`config.mk`:
```
export PLATFORM = sky130hd
export DESIGN_NAME = mark_matrix_row_offset_encoder_core
export DESIGN_NICKNAME = d
export VERILOG_FILES = /design/src/design/mmroe_pkg.sv /design/src/design/mark_matrix_row_offset_encoder_core.sv
export SDC_FILE = /design/constraint.sdc
export NUM_CORES = 1
export LEC_CHECK = 0
export BUFFER_PORTS_ARGS = -buffer_cell sky130_fd_sc_hd__buf_4
export CAP_MARGIN = 40
export CORE_MARGIN = 1.5
export CORE_UTILIZATION = 55
export CTS_CLUSTER_DIAMETER = 50
export DETAILED_ROUTE_END_ITERATION = 16
export PLACE_DENSITY = 0.71
export SYNTH_ARGS = -nofsm -noshare
export SYNTH_HDL_FRONTEND = slang
export SYNTH_SLANG_ARGS = --single-unit
export TNS_END_PERCENT = 50
```
`constraint.sdc`:
```
create_clock -name clock -period 17.4 [get_ports clock]
set_clock_uncertainty 0.2 [all_clocks]
set_input_delay 3.48 -clock clock [delete_from_list [all_inputs] [get_ports clock]]
set_output_delay 3.48 -clock clock [all_outputs]
set_load 0.01 [all_outputs]
```
`src/design/mmroe_pkg.sv`:
```
// Shared types, constants and helpers for the mark-matrix row offset encoder.
package mmroe_pkg;

   localparam int MAX_WIDTH_DEFAULT = 1024;
   localparam int ROW_WIDTH_RESET   = 1024;

   localparam int SYMBOL_W     = 2;
   localparam int ROW_WIDTH_W  = 11;
   localparam int CODE_BITS_W  = 13;
   localparam int CODE_LEN_W   = 4;

   // Working width for the ceiling log2 and the unmasked code word.
   // It covers an effective width up to 131071 (17 bits).
   localparam int LOG_IN_W     = 17;
   localparam int LOG_OUT_W    = 5;
   localparam int CODE_WIDE_W  = 3 + LOG_IN_W;

   typedef enum logic [SYMBOL_W-1:0] {
      SYM_INTERIOR = 2'd0,
      SYM_START    = 2'd1,
      SYM_END      = 2'd2,
      SYM_SINGLE   = 2'd3
   } symbol_type;

   localparam logic [2:0] PREFIX_START  = 3'b011;
   localparam logic [2:0] PREFIX_END    = 3'b101;
   localparam logic [2:0] PREFIX_SINGLE = 3'b100;
   localparam logic [1:0] PLEN_SHORT    = 2'd2;
   localparam logic [1:0] PLEN_LONG     = 2'd3;

   // Smallest b with 2^b >= n (n of 0 or 1 gives 0).
   function automatic logic [LOG_OUT_W-1:0] ceil_log2(input logic [LOG_IN_W-1:0] n);
      logic [LOG_IN_W-1:0]  n_m1;
      logic [LOG_OUT_W-1:0] b;
      n_m1 = (n == '0) ? '0 : n - LOG_IN_W'(1);
      b = '0;
      for (int i = 0; i < LOG_IN_W; i++) begin
         if (n_m1[i]) begin
            b = LOG_OUT_W'(i + 1);
         end
      end
      return b;
   endfunction

endpackage

```
`src/design/mark_matrix_row_offset_encoder_core.sv`:
```
// Mark-matrix row offset encoder: one symbol in, at most one variable-length code word out.
//
// Accepts one mark symbol per clock cycle while req_stall is low. An accepted symbol is held in
// an input register, its code word is formed there and loaded into the result register,
// which raises rsp_valid; that load waits while a held result is stalled by rsp_stall.
// Zero symbols outside the last column of a row produce no result.
// The row state (column, last nonzero column) is updated at the input transfer, which
// sets the one-symbol-per-cycle rate.
// A write on the csr channel sets the row width (clamped to 1..MAX_WIDTH) and restarts
// the row; csr_ready is always high and writes are meant to occur only while idle.
module mark_matrix_row_offset_encoder_core
   import mmroe_pkg::*;
#(
   parameter int MAX_WIDTH = MAX_WIDTH_DEFAULT
) (
   input  logic                   clock,
   input  logic                   reset,
   input  logic                   req_valid,
   output logic                   req_stall,
   input  logic [SYMBOL_W-1:0]    req_symbol,
   output logic                   rsp_valid,
   input  logic                   rsp_stall,
   output logic [CODE_BITS_W-1:0] rsp_code_bits,
   output logic [CODE_LEN_W-1:0]  rsp_code_length,
   output logic                   rsp_row_end,
   input  logic                   csr_valid,
   output logic                   csr_ready,
   input  logic [ROW_WIDTH_W-1:0] csr_row_width
);

   localparam int COL_W = $clog2(MAX_WIDTH);
   localparam int WW    = $clog2(MAX_WIDTH + 1);
   localparam int W_RESET = (ROW_WIDTH_RESET < MAX_WIDTH) ? ROW_WIDTH_RESET : MAX_WIDTH;

   logic [WW-1:0]    w_ff, w_in;
   logic [COL_W-1:0] col_ff, col_in;
   logic [COL_W-1:0] lnz_ff, lnz_in;
   logic             seen_ff, seen_in;

   logic                s1_valid_ff, s1_valid_in;
   logic [SYMBOL_W-1:0] s1_sym_ff;
   logic [COL_W-1:0]    s1_col_ff, s1_lnz_ff;
   logic                s1_seen_ff, s1_last_ff;

   logic                   rsp_valid_ff, rsp_valid_in;
   logic [CODE_BITS_W-1:0] rsp_code_bits_ff;
   logic [CODE_LEN_W-1:0]  rsp_code_length_ff;
   logic                   rsp_row_end_ff;

   logic req_xfer, csr_xfer, cur_last;
   logic s1_has, s1_move, out_free, out_load;

   logic [WW-1:0]          remaining, remaining_c;
   logic [COL_W-1:0]       offset;
   logic [LOG_OUT_W-1:0]   b_raw, b;
   logic [2:0]             prefix;
   logic [1:0]             plen;
   logic [CODE_WIDE_W-1:0] code_wide;
   logic [CODE_BITS_W-1:0] code_bits;
   logic [CODE_LEN_W-1:0]  code_len;
   logic [LOG_OUT_W:0]     len_sum;

   assign csr_ready = 1'b1;
   assign csr_xfer  = csr_valid && csr_ready;
   assign req_xfer  = req_valid && !req_stall;
   assign cur_last  = (WW'(col_ff) >= (w_ff - WW'(1)));

   // Front state: updated at each input transfer and at each csr write
   always_comb begin
      w_in    = w_ff;
      col_in  = col_ff;
      lnz_in  = lnz_ff;
      seen_in = seen_ff;
      if (csr_xfer) begin
         if (csr_row_width == '0) begin
            w_in = WW'(1);
         end else if (32'(csr_row_width) > 32'(MAX_WIDTH)) begin
            w_in = WW'(MAX_WIDTH);
         end else begin
            w_in = WW'(csr_row_width);
         end
         col_in  = '0;
         lnz_in  = '0;
         seen_in = 1'b0;
      end else if (req_xfer) begin
         if (cur_last) begin
            col_in  = '0;
            lnz_in  = '0;
            seen_in = 1'b0;
         end else begin
            col_in = col_ff + COL_W'(1);
            if (req_symbol != SYM_INTERIOR) begin
               lnz_in  = col_ff;
               seen_in = 1'b1;
            end
         end
      end
   end

   always_ff @(posedge clock) begin
      if (reset) begin
         w_ff    <= WW'(W_RESET);
         col_ff  <= '0;
         lnz_ff  <= '0;
         seen_ff <= 1'b0;
      end else begin
         w_ff    <= w_in;
         col_ff  <= col_in;
         lnz_ff  <= lnz_in;
         seen_ff <= seen_in;
      end
   end

   // Input register stage
   assign s1_has   = s1_valid_ff && ((s1_sym_ff != SYM_INTERIOR) || s1_last_ff);
   assign out_free = !rsp_valid_ff || !rsp_stall;
   assign s1_move  = out_free || !s1_has;
   assign out_load = s1_has && out_free;
   assign req_stall = s1_valid_ff && !s1_move;

   always_comb begin
      s1_valid_in = s1_valid_ff;
      if (req_xfer) begin
         s1_valid_in = 1'b1;
      end else if (s1_move) begin
         s1_valid_in = 1'b0;
      end
   end

   always_ff @(posedge clock) begin
      if (reset) begin
         s1_valid_ff <= 1'b0;
      end else begin
         s1_valid_ff <= s1_valid_in;
      end
   end

   always_ff @(posedge clock) begin
      if (req_xfer) begin
         s1_sym_ff  <= req_symbol;
         s1_col_ff  <= col_ff;
         s1_lnz_ff  <= lnz_ff;
         s1_seen_ff <= seen_ff;
         s1_last_ff <= cur_last;
      end
   end

   // Code word formation
   always_comb begin
      if (s1_seen_ff) begin
         remaining = w_ff - WW'(s1_lnz_ff) - WW'(1);
         offset    = s1_col_ff - s1_lnz_ff - COL_W'(1);
      end else begin
         remaining = w_ff;
         offset    = s1_col_ff;
      end
      remaining_c = (remaining == '0) ? WW'(1) : remaining;
      b_raw = ceil_log2(LOG_IN_W'(remaining_c));
      b     = (b_raw == '0) ? LOG_OUT_W'(1) : b_raw;

      case (s1_sym_ff)
         SYM_START: begin
            prefix = PREFIX_START;
            plen   = PLEN_SHORT;
         end
         SYM_END: begin
            prefix = PREFIX_END;
            plen   = PLEN_LONG;
         end
         default: begin
            prefix = PREFIX_SINGLE;
            plen   = PLEN_LONG;
         end
      endcase

      code_wide = (CODE_WIDE_W'(prefix) << b)
                | (CODE_WIDE_W'(offset) & ((CODE_WIDE_W'(1) << b) - CODE_WIDE_W'(1)));
      len_sum   = (LOG_OUT_W+1)'(plen) + (LOG_OUT_W+1)'(b);

      if (s1_sym_ff == SYM_INTERIOR) begin
         code_bits = '0;
         code_len  = CODE_LEN_W'(1);
      end else begin
         code_bits = code_wide[CODE_BITS_W-1:0];
         code_len  = len_sum[CODE_LEN_W-1:0];
      end
   end

   // Result register
   always_comb begin
      if (out_load) begin
         rsp_valid_in = 1'b1;
      end else begin
         rsp_valid_in = rsp_valid_ff && rsp_stall;
      end
   end

   always_ff @(posedge clock) begin
      if (reset) begin
         rsp_valid_ff <= 1'b0;
      end else begin
         rsp_valid_ff <= rsp_valid_in;
      end
   end

   always_ff @(posedge clock) begin
      if (out_load) begin
         rsp_code_bits_ff   <= code_bits;
         rsp_code_length_ff <= code_len;
         rsp_row_end_ff     <= s1_last_ff;
      end
   end

   assign rsp_valid       = rsp_valid_ff;
   assign rsp_code_bits   = rsp_code_bits_ff;
   assign rsp_code_length = rsp_code_length_ff;
   assign rsp_row_end     = rsp_row_end_ff;

endmodule
```
==> flow_summary.toml <==
[final_layout]
area.growth.synth_to_final_pct = 11.3
insertedDiodeCount = 0
final_nets = 643
layout.cell_area.non_filler_um2 = 5920
fillCellCount = 787
layout-drive-gt1-share = 0.182

[synthesis]
postSynth.asyncResetShare = 0
postSynthRegisterBits = 76
number_of_distinct_library_cell_variants_in_the_gate_level_netlist_after_synthesis = 98
synth_area_per_cell_um2 = 9.78
synth_area_um2 = 5320
yosysWarnings = 0
postSynthCellCount = 544
number_of_enable_type_register_cells_in_the_synthesized_netlist = 42
seq_total_area_yosys = 0.365
dominantRegCellSynth = "edfxtp_1"

[place]
post-place-ws_ns = 9.82
port_buffers = 37
placedInstanceArea_um2 = 5700
place_congestion = 0.892
estimated_wirelength_of_the_detail_placed_design_um = 9300

[sta]
clock_period_minus_final_worst_setup_slack_ns = 7.57
final_critical_path_setup_slack_ns = 9.83
setup_repair_after_global_routing_missed_its_margin = "false"
setup_total_negative_slack_ns = 0
max_slew.worst_pin.slew_ns = 0.864
worst_slew_margin_rel = 0.419
setup_viol = 0
timing_hold_violations_final = 0
drv_slew = 0
period_share = 0.435
fmax_mhz = 132

[clock_network]
post_cts_setup_repair_bufs = 0
cts-root-buf = "clkbuf_8"
postCtsHoldBufs = 0
cts_tree = "done"
clk_latency_ns = 0.35
cts-htree-levels = 3
numCtsBuffers = 9
cts.reportedPaths.clkPinSlew_ns = 0.08
max-clock-path-buffers = 2
ctsResizeCount = 0
clock_sink_count = 76

[routing]
postRouteWirelength_um = 11900
first_pass_iters = 5
antenna_left = 0
num_vias = 4249
drc_violation_count_after_routing = 0
route.detailed.wl_per_inst_um = 16.6
via_per_inst = 5.93
first_iteration_detailed_routing_drc_count = 283

[floorplanning]
floorplan_row_count = 35
core_region_area_um2 = 9330
dieArea_um2 = 10300
top_level_ports = 39
effective_utilization_at_floorplan = 0.570
die_h_um = 101
die_x_um = 101

[global_route]
grt_first_pass_wirelength_um = 19600
via_count_of_the_first_global_routing_pass = 3955
grt_max_degree = 34
antenna_found_initial = 0
grt_usage = 0.246
grt-ovfl-total = 0

[critical_path]
setup.worst_path.start_class = "primary input"
critical_path_type = "in -> out"
worst_ep_required_time_ns = 13.72
crit_arrival_ns = 3.89
critPathCaptureType = "output port"
cp_max_fo = 3

[min_path]
worst_hold_path_type = "reg -> reg"

[power_and_ir_drop]
finalPower_mw = 0.478
leakage_nw = 2.42
vdd_drop_max_mv = 0.0575
power_density_nw_per_um2 = 80.8

[flow_run]
max_cap_violations = 0

[status]
run_status = "complete, no violations"
-- path summary, 6_finish.rpt --
check        startpoint  slack [ns]  cells after the start                to
max           rsp_stall        9.83                      4         req_stall
min             seen_ff        0.24                      0        s1_seen_ff
max reg2reg     w_ff[1]       10.76                     19  rsp_code_bits[6]
min reg2reg     seen_ff        0.24                      0        s1_seen_ff
-- cells in the final DEF, fill, tap and decap left out, drive strengths merged, types with 24 or more instances in the layout --
cell type | Yosys | layout
a21oi | 37 | 37
nor3 | 24 | 24
buf | 8 | 40
inv | 30 | 33
ha | 40 | 40
edfxtp | 42 | 42
dfxtp | 34 | 34
nand2 | 27 | 27
nor2 | 52 | 52
-- area by class of cell --
| cell class | count | area [um2] | share of cell area |
|---|---|---|---|
| flip-flops and latches | 76 | 1940 | 0.328 |
| clock inverters | 7 | 93.8 | 0.0158 |
| multi-input cells | 425 | 3160 | 0.534 |
| clock buffers | 9 | 124 | 0.0209 |
| well taps | 129 | 161 | 0.0273 |
| inverters | 31 | 116 | 0.0197 |
| repair buffers | 40 | 320 | 0.0541 |
-- stage by stage --
step / instances / hold WS (ns) / utilization
finish: 717 / 0.240 / 0.635
global route: 717 / 0.262 / 0.635
CTS: 717 / 0.239 / 0.635
detailed placement: 701 / 0.220 / 0.611
global placement: 700 / 0.213 / 0.608
floorplan: 545 / 0.208 / -
-- power by group --
part	switching, mW	total [mW]	internal, mW
Combinational	0.0785	0.133	0.0541
Sequential	0.00465	0.203	0.198
Clock	0.0729	0.143	0.0702
-- synthesized netlist by cell type, drive strengths merged (6+ instances only) --
cell,number,share of area
o21ai,15,0.014
xnor2,20,0.033
a21oi,37,0.036
dfxtp,34,0.13
and3,9,0.011
o211ai,7,0.011
edfxtp,42,0.24
nand2,27,0.021
a22o,16,0.026
xor2,13,0.021
nand4,8,0.0094
nor3,24,0.029
nand3,20,0.021
mux2i,12,0.025
nor3b,6,0.0094
ha,40,0.094
inv,30,0.021
nand2b,8,0.0099
buf,8,0.014
nor2,52,0.038
or2,6,0.0071
-- flip-flops by register name (all words and copies together) (netlist names) --
name	cells
s1_sym_ff	2
seen_ff	1
rsp_valid	1
s1_seen_ff	1
rsp_row_end	1
s1_valid_ff	1
rsp_code_length	4
lnz_ff	10
s1_last_ff	1
col_ff	10
s1_col_ff	10
rsp_code_bits	13
w_ff	11
s1_lnz_ff	10
-- routing by layer --
| metal | track usage | routed length (um) | vias to the layer above |
|---|---|---|---|
| met4 | 0.0962 | 255 | 0 |
| li1 | - | - | 2119 |
| met2 | 0.419 | 5680 | 126 |
| met5 | 0 | 0 | - |
| met1 | 0.320 | 5510 | 1987 |
| met3 | 0.0297 | 474 | 17 |
-- critical path, cell delays in order --
cell and delay [ns]:
buf_4 0.08, nand2_1 0.07, nor2_1 0.12, buf_4 0.14
-- cells by family after synthesis --
kind of cell | synth area share
AO/OA/AOI/OAI | 0.188
AND/OR/NAND/NOR | 0.217
multiplexers | 0.0320
other | 0.000705
buffers and inverters | 0.0414
flip-flops | 0.365
adder cells (fa/ha/maj) | 0.102
XOR/XNOR | 0.0543
Power figures use the tool's default switching activity.
